### src/rtl/pat_pkg.sv
// Shared types and codes for the positional array table.
// Used by pat_cell, pat_first_match and positional_array_table; no dependencies.
package pat_pkg;

  localparam int PAT_DEPTH = 16;
  localparam int WORD_W    = 32;

  typedef enum logic [1:0] {
    OP_SEARCH = 2'd0,
    OP_INSERT = 2'd1,
    OP_UPDATE = 2'd2,
    OP_DELETE = 2'd3
  } op_t;

  typedef enum logic [1:0] {
    ST_OK    = 2'd0,
    ST_FULL  = 2'd1,
    ST_RANGE = 2'd2,
    ST_MISS  = 2'd3
  } status_t;

  // Broadcast to every cell; en is set only for a legal write request.
  typedef struct packed {
    logic               en;
    op_t                op;
    logic [WORD_W-1:0]  value;
  } cell_cmd_t;

endpackage

### src/rtl/pat_cell.sv
// One slot of the table: holds an entry, shifts with its neighbors, compares.
// Depends on pat_pkg.
module pat_cell
  import pat_pkg::*;
#(
  parameter int DEPTH    = PAT_DEPTH,
  parameter int CELL_IDX = 0
) (
  input  logic                        clk,
  input  cell_cmd_t                   cmd,
  input  logic [$clog2(DEPTH)-1:0]    idx,
  input  logic [$clog2(DEPTH+1)-1:0]  count,
  input  logic [WORD_W-1:0]           left_entry,
  input  logic [WORD_W-1:0]           right_entry,
  output logic [WORD_W-1:0]           entry,
  output logic                        match
);

  localparam int IW = $clog2(DEPTH);
  localparam int CW = $clog2(DEPTH+1);
  localparam logic [IW-1:0] MY_IDX = IW'(CELL_IDX);
  localparam logic [CW-1:0] MY_POS = CW'(CELL_IDX);

  logic [WORD_W-1:0] entry_r;
  logic [WORD_W-1:0] entry_nxt;

  always_comb begin
    entry_nxt = entry_r;
    if (cmd.en) begin
      case (cmd.op)
        OP_INSERT: begin
          if (MY_IDX > idx) begin
            entry_nxt = left_entry;
          end else if (MY_IDX == idx) begin
            entry_nxt = cmd.value;
          end
        end
        OP_UPDATE: begin
          if (MY_IDX == idx) begin
            entry_nxt = cmd.value;
          end
        end
        OP_DELETE: begin
          if (MY_IDX >= idx) begin
            entry_nxt = right_entry;
          end
        end
        default: begin
        end
      endcase
    end
  end

  always_ff @(posedge clk) begin
    entry_r <= entry_nxt;
  end

  assign entry = entry_r;
  // only slots below the count take part in a search
  assign match = (entry_r == cmd.value) && (MY_POS < count);

endmodule

### src/rtl/pat_first_match.sv
// Priority encoder: lowest slot whose match bit is set.
// Depends on pat_pkg.
module pat_first_match
  import pat_pkg::*;
#(
  parameter int DEPTH = PAT_DEPTH
) (
  input  logic [DEPTH-1:0]          match_vec,
  output logic                      hit,
  output logic [$clog2(DEPTH)-1:0]  first_idx
);

  localparam int IW = $clog2(DEPTH);

  always_comb begin
    first_idx = '0;
    for (int i = DEPTH - 1; i >= 0; i--) begin
      if (match_vec[i]) begin
        first_idx = IW'(i);
      end
    end
  end

  assign hit = |match_vec;

endmodule

### src/rtl/positional_array_table.sv
// Top level of the positional array table: a row of pat_cell slots, the count,
// a compare stage and an output register. Depends on pat_pkg, pat_cell, pat_first_match.
//
//  channel | direction | handshake              | payload
//  --------+-----------+------------------------+--------------------------------------
//  in_     | request   | in_valid / in_stall    | in_func, in_position, in_value
//  out_    | result    | out_valid / out_stall  | out_status, out_found_index,
//          |           |                        | out_entry_count
//
// One request per cycle sustained while out_stall is low. A request updates the
// cells and the count at its accept edge; the match vector is registered, then
// encoded into the output register.
// rst_n clears the count and the valid flags; slot contents are not reset.
// out_stall holds the output register and backs up into in_stall once the
// compare stage is also full.
module positional_array_table
  import pat_pkg::*;
#(
  parameter int DEPTH = PAT_DEPTH
) (
  input  logic                        clk,
  input  logic                        rst_n,
  input  logic                        in_valid,
  output logic                        in_stall,
  input  logic [1:0]                  in_func,
  input  logic [$clog2(DEPTH+1)-1:0]  in_position,
  input  logic signed [WORD_W-1:0]    in_value,
  output logic                        out_valid,
  input  logic                        out_stall,
  output logic [1:0]                  out_status,
  output logic [$clog2(DEPTH)-1:0]    out_found_index,
  output logic [$clog2(DEPTH+1)-1:0]  out_entry_count
);

  localparam int IW = $clog2(DEPTH);
  localparam int CW = $clog2(DEPTH+1);
  localparam logic [CW-1:0] FULL_CNT = CW'(DEPTH);

  logic [CW-1:0] count_r, count_nxt;

  logic             s1_valid_r, s1_valid_nxt;
  logic             s1_search_r;
  status_t          s1_status_r;
  logic [CW-1:0]    s1_count_r;
  logic [DEPTH-1:0] s1_match_r;

  logic             out_valid_r, out_valid_nxt;
  status_t          out_status_r;
  logic [IW-1:0]    out_index_r;
  logic [CW-1:0]    out_count_r;

  logic       adv, acc;
  op_t        op;
  status_t    status;
  logic       legal_wr;
  logic [CW:0] pos_ext, cnt_ext;
  logic [IW-1:0] idx;
  cell_cmd_t  cmd;

  logic [WORD_W-1:0] cell_entry [DEPTH];
  logic [DEPTH-1:0]  match_vec;

  logic          enc_hit;
  logic [IW-1:0] enc_idx;

  assign adv      = !out_valid_r || !out_stall;
  assign in_stall = s1_valid_r && !adv;
  assign acc      = in_valid && !in_stall;

  assign op      = op_t'(in_func);
  assign pos_ext = {1'b0, in_position};
  assign cnt_ext = {1'b0, count_r};
  // legal positions never exceed DEPTH, so pos-1 fits the slot index
  assign idx     = IW'(in_position - CW'(1));

  always_comb begin
    status    = ST_OK;
    count_nxt = count_r;
    case (op)
      OP_SEARCH: status = ST_OK;
      OP_INSERT: begin
        if (count_r == FULL_CNT) begin
          status = ST_FULL;
        end else if (in_position == '0 || pos_ext > cnt_ext + (CW+1)'(1)) begin
          status = ST_RANGE;
        end else begin
          count_nxt = count_r + CW'(1);
        end
      end
      OP_UPDATE: begin
        if (in_position == '0 || in_position > count_r) begin
          status = ST_RANGE;
        end
      end
      OP_DELETE: begin
        if (in_position == '0 || in_position > count_r) begin
          status = ST_RANGE;
        end else begin
          count_nxt = count_r - CW'(1);
        end
      end
      default: status = ST_OK;
    endcase
  end

  assign legal_wr  = acc && (op != OP_SEARCH) && (status == ST_OK);
  assign cmd.en    = legal_wr;
  assign cmd.op    = op;
  assign cmd.value = in_value;

  for (genvar i = 0; i < DEPTH; i++) begin : g_cell
    logic [WORD_W-1:0] left_entry, right_entry;
    if (i == 0) begin : g_first
      assign left_entry = '0;
    end else begin : g_left
      assign left_entry = cell_entry[i-1];
    end
    if (i == DEPTH - 1) begin : g_last
      assign right_entry = '0;
    end else begin : g_right
      assign right_entry = cell_entry[i+1];
    end
    pat_cell #(
      .DEPTH    (DEPTH),
      .CELL_IDX (i)
    ) u_cell (
      .clk         (clk),
      .cmd         (cmd),
      .idx         (idx),
      .count       (count_r),
      .left_entry  (left_entry),
      .right_entry (right_entry),
      .entry       (cell_entry[i]),
      .match       (match_vec[i])
    );
  end

  pat_first_match #(
    .DEPTH (DEPTH)
  ) u_first (
    .match_vec (s1_match_r),
    .hit       (enc_hit),
    .first_idx (enc_idx)
  );

  assign s1_valid_nxt  = acc ? 1'b1 : (adv ? 1'b0 : s1_valid_r);
  assign out_valid_nxt = adv ? s1_valid_r : out_valid_r;

  always_ff @(posedge clk) begin
    if (!rst_n) begin
      count_r     <= '0;
      s1_valid_r  <= 1'b0;
      out_valid_r <= 1'b0;
    end else begin
      if (acc) begin
        count_r <= count_nxt;
      end
      s1_valid_r  <= s1_valid_nxt;
      out_valid_r <= out_valid_nxt;
    end
  end

  always_ff @(posedge clk) begin
    if (acc) begin
      s1_search_r <= (op == OP_SEARCH);
      s1_status_r <= status;
      s1_count_r  <= count_nxt;
      s1_match_r  <= match_vec;
    end
    if (adv && s1_valid_r) begin
      out_count_r <= s1_count_r;
      if (s1_search_r) begin
        out_status_r <= enc_hit ? ST_OK : ST_MISS;
        out_index_r  <= enc_hit ? enc_idx : '0;
      end else begin
        out_status_r <= s1_status_r;
        out_index_r  <= '0;
      end
    end
  end

  assign out_valid       = out_valid_r;
  assign out_status      = out_status_r;
  assign out_found_index = out_index_r;
  assign out_entry_count = out_count_r;

  a_count_bound : assert property (@(posedge clk) disable iff (!rst_n)
    count_r <= FULL_CNT)
    else $error("count exceeds depth");

  a_full_holds : assert property (@(posedge clk) disable iff (!rst_n)
    (acc && op == OP_INSERT && count_r == FULL_CNT) |=> (count_r == FULL_CNT))
    else $error("refused insert changed the count");

  a_index_ok : assert property (@(posedge clk) disable iff (!rst_n)
    (out_valid_r && out_index_r != '0) |-> (out_status_r == ST_OK))
    else $error("nonzero index without ok status");

  a_full_count : assert property (@(posedge clk) disable iff (!rst_n)
    (out_valid_r && out_status_r == ST_FULL) |-> (out_count_r == FULL_CNT))
    else $error("full status with a count below depth");

endmodule
### config.mk
export PLATFORM = sky130hd
export DESIGN_NAME = positional_array_table
export DESIGN_NICKNAME = d
export VERILOG_FILES = /design/src/rtl/pat_pkg.sv /design/src/rtl/pat_cell.sv /design/src/rtl/pat_first_match.sv /design/src/rtl/positional_array_table.sv
export SDC_FILE = /design/constraint.sdc
export NUM_CORES = 2
export LEC_CHECK = 0
export BUFFER_PORTS_ARGS = -buffer_cell sky130_fd_sc_hd__buf_2
export CORE_ASPECT_RATIO = 1.75
export CORE_MARGIN = 2
export CORE_UTILIZATION = 28
export CTS_BUF_LIST = sky130_fd_sc_hd__clkbuf_8
export CTS_CLUSTER_DIAMETER = 40
export DETAILED_ROUTE_END_ITERATION = 10
export PLACE_DENSITY = 0.49
export SLEW_MARGIN = 40
export SYNTH_ARGS = -nofsm -noshare
export SYNTH_HDL_FRONTEND = slang
export SYNTH_HIERARCHICAL = 1
export SYNTH_SLANG_ARGS = --single-unit
### constraint.sdc
create_clock -name clk -period 8.65 [get_ports clk]
set_input_delay 0.4325 -clock clk [delete_from_list [all_inputs] [get_ports clk]]
set_output_delay 0.4325 -clock clk [all_outputs]
set_load 0.01 [all_outputs]
==> results.tsv <==
stage	metric	value	unit
floorplanning	num_rows	178	
synth	syn-mean-instance-area	11.2	um^2
sta	hold_viol	0	
place	dp.final_hpwl	106	mm
critical_path	crit_fanout	32	
clocking	clk_latency	830	ps
synth	yosys_warnings	6	
detailed_routing	ant_nets	0	
place	pre_cts_ws	4340	ps
worst_hold_path	hp-class	primary input to flip-flop	
critical_path	start_kind	flip-flop	
sta	final.setup.worst_slack	4540	ps
clocking	cts_tree	built	
synth	async_flop_share	0	%
finish	final_nets	3548	
power_and_ir_drop	combPwrFrac	18.6	%
detailed_routing	wl_met3	4.08	mm
floorplanning	die_h	491	um
sta	worst_slew_pin_slew	944	ps
finish	final_layout_size_suffix_gt1_share	14.7	%
power_and_ir_drop	internal_power	4.93	mW
detailed_routing	firstDrtPassIters	6	
sta	finalCritPeriodShare	47.5	%
sta	worst_slew_margin_rel	36.6	%
finish	area_growth	12.4	%
clocking	root_buffer	clkbuf_8	
global_route	grt_max_degree	66	
detailed_routing	drtIter0Drc	2158	
clocking	cts_max_level	3	
sta	max_freq	243	MHz
sta	slew_violations	0	
power_and_ir_drop	irDropWorstVdd	0.103	mV
sta	setup_tns	0	ps
clocking	cts_sinks	554	
detailed_routing	drt-total-wl	141	mm
detailed_routing	met1_length	49.3	mm
detailed_routing	wl_per_cell	26.3	um
clocking	cts_buffers	105	
critical_path	worst-setup-path-type	flip-flop to flip-flop	
sta	rsz0062_at_grt	false	
global_route	grt_overflow	0	
detailed_routing	num_vias	29194	
critical_path	crit_arrival	4550	ps
floorplanning	die_x	282	um
global_route	grt_pass1_vias	29931	
power_and_ir_drop	p_sw	2.30	mW
synth	yosysSeqAreaShare	43.7	%
detailed_routing	top_layer	met4	
power_and_ir_drop	pwr-share-seq	45.5	%
sta	setup_viol	0	
synth	synthDistinctLibCells	94	
power_and_ir_drop	clkPwrFrac	35.9	%
run	maxCapViolCount	0	
power_and_ir_drop	leakage	14.2	nW
critical_path	r2r-start	count_r[1]$_SDFFE_PN0P_	
place	place.gp.congestion	1.00	
critical_path	critPathLaunch	count_r[1]$_SDFFE_PN0P_	
finish	fillers	13797	
clocking	cts_buffer_depth	3	
floorplanning	ios	56	
critical_path	crit_required	9090	ps
synth	synthFlopType	edfxtp_1	
global_route	grt_util_all_layers	20.1	%
finish	layout_commonest_cell	edfxtp_1	
power_and_ir_drop	power_density	170	nW/um^2
floorplanning	coreArea	134000	um^2
detailed_routing	wl_met2	75.4	mm
synth	ys_ff_latch	554	
critical_path	critPathCaptureType	flip-flop	
place	numPortBuffers	55	
floorplanning	initial_core_util	28.2	%
power_and_ir_drop	p_total	7.23	mW
clocking	cts_resized	0	
sta	fin_crit	4110	ps
power_and_ir_drop	switching_share	31.8	%
worst_hold_path	min-delay-start	in_func[1]	
synth	synth-edff-count	547	
global_route	antenna_found_initial	6	
detailed_routing	viasPerCell	5.44	
synth	postSynthCellCount	3391	
floorplanning	die_area	138000	um^2
synth	syn-cell-area	37900	um^2
clocking	path_clk_slew	60	ps
sta	skew	55.7	ps
global_route	grt_pass1_wl	208	mm
detailed_routing	drc	0	
status	outcome	finished, final reports clean	
finish	most-common-layout-cells	edfxtp_1 (547), mux2i_1 (482), a22oi_1 (449)	
[kinds of logic after synthesis]
kind of cell,synth area share [%]
AOI/OAI and AO/OA,19.9
DFF,43.7
xor gates and xnor gates,12.0
muxes,12.7
and+or+nand+nor,7.16
buffers and inverters,3.95
adders and majority gates,0.462
other,0.00990
[Yosys cell counts, types with 5 or more instances]
master	number	area, um^2
edfxtp_1	547	16400
mux2i_1	482	4820
a22oi_1	449	3370
xor2_1	419	3670
o21ai_1	303	1520
nand2_1	128	480
nor4_1	108	676
o21ai_2	108	946
xnor2_1	99	867
o21ai_0	92	460
clkbuf_1	80	300
a21oi_1	66	330
buf_2	65	325
nand4_1	44	275
buf_6	40	450
nor2_1	30	113
buf_4	29	218
a211o_1	26	228
nand3_1	25	125
nor3_1	21	105
and2_1	20	125
inv_1	20	75.1
a211oi_1	18	135
ha_1	14	175
a31oi_1	10	62.6
and3_1	7	43.8
dfxtp_1	7	140
nor3_4	7	114
or2_4	7	61.3
buf_12	6	120
o21a_1	6	45.0
and2_0	5	31.3
nand2b_1	5	31.3
or2_1	5	31.3
[critical path, cell delays in order, from the launching register on]
cell	delay, ps
dfxtp_1	850
inv_1	230
ha_1	370
inv_1	80
ha_1	280
nor2b_1	130
o21bai_1	150
a31o_4	200
nand3_1	120
a21oi_1	200
buf_4	250
o21ai_0	180
a41oi_4	210
buf_4	430
[layout make-up]
| cell class | instances | area, um^2 | area share (%) |
|---|---|---|---|
| Clock buffer | 110 | 1510 | 3.55 |
| Inverter | 21 | 80.1 | 0.188 |
| Clock inverter | 73 | 475 | 1.12 |
| Antenna cell | 4 | 10.0 | 0.0235 |
| Multi-Input combinational cell | 2626 | 20300 | 47.7 |
| Tap cell | 1800 | 2250 | 5.29 |
| Sequential cell | 554 | 16600 | 38.9 |
| Timing Repair Buffer | 183 | 1390 | 3.27 |
[routing by layer]
layer,vias up,GRT usage (%)
met1,14834,20.2
li1,13383,-
met5,-,0
met2,700,36.9
met4,0,16.1
met3,277,2.34
[per-stage QoR]
step	hold WS, ps	utilization, %	cells	instance area, um^2
2_1_floorplan	400	-	3422	38000
3_3_place_gp	409	29.9	5161	40200
3_5_place_dp	412	30.2	5179	40500
4_1_cts	207	31.7	5367	42600
5_1_grt	272	31.7	5370	42600
6_report	276	31.7	5371	42600
[power by group through the flow]
stage	sequential (mW)	clock (mW)	combinational [mW]
3_3_place_gp	3.34	0	1.30
5_1_grt	3.31	2.75	1.44
3_5_place_dp	3.35	0	1.34
4_1_cts	3.29	2.66	1.34
6_report	3.29	2.60	1.34
2_1_floorplan	3.29	0	0.861
[final timing paths]
path	depth (start not counted)	endpoint	slack (ps)
worst max-delay path	13	g_cell[13].u_cell/entry[14]$_DFFE_PP_	4540
worst min register to register	0	out_entry_count[4]$_DFFE_PP_	420
worst max register to register	13	g_cell[13].u_cell/entry[14]$_DFFE_PP_	4540
worst min-delay path	3	g_cell[15].u_cell/entry[22]$_DFFE_PP_	280
[state kept, by name, indices dropped and copies added, names as in the netlist]
register	count
out_status	2
s1_status_r	2
out_found_index	4
s1_match_r	16
g_cell.u_cell/entry	512
out_entry_count	5
s1_valid_r	1
s1_search_r	1
out_valid	1
s1_count_r	5
count_r	5
[repair_timing]
action | in CTS | in global routing
hold endpoints to repair | 6 | 0
buffers inserted | 0 | 0
hold buffers | 5 | 0
Note: power is estimated with default switching activity, not from simulation.
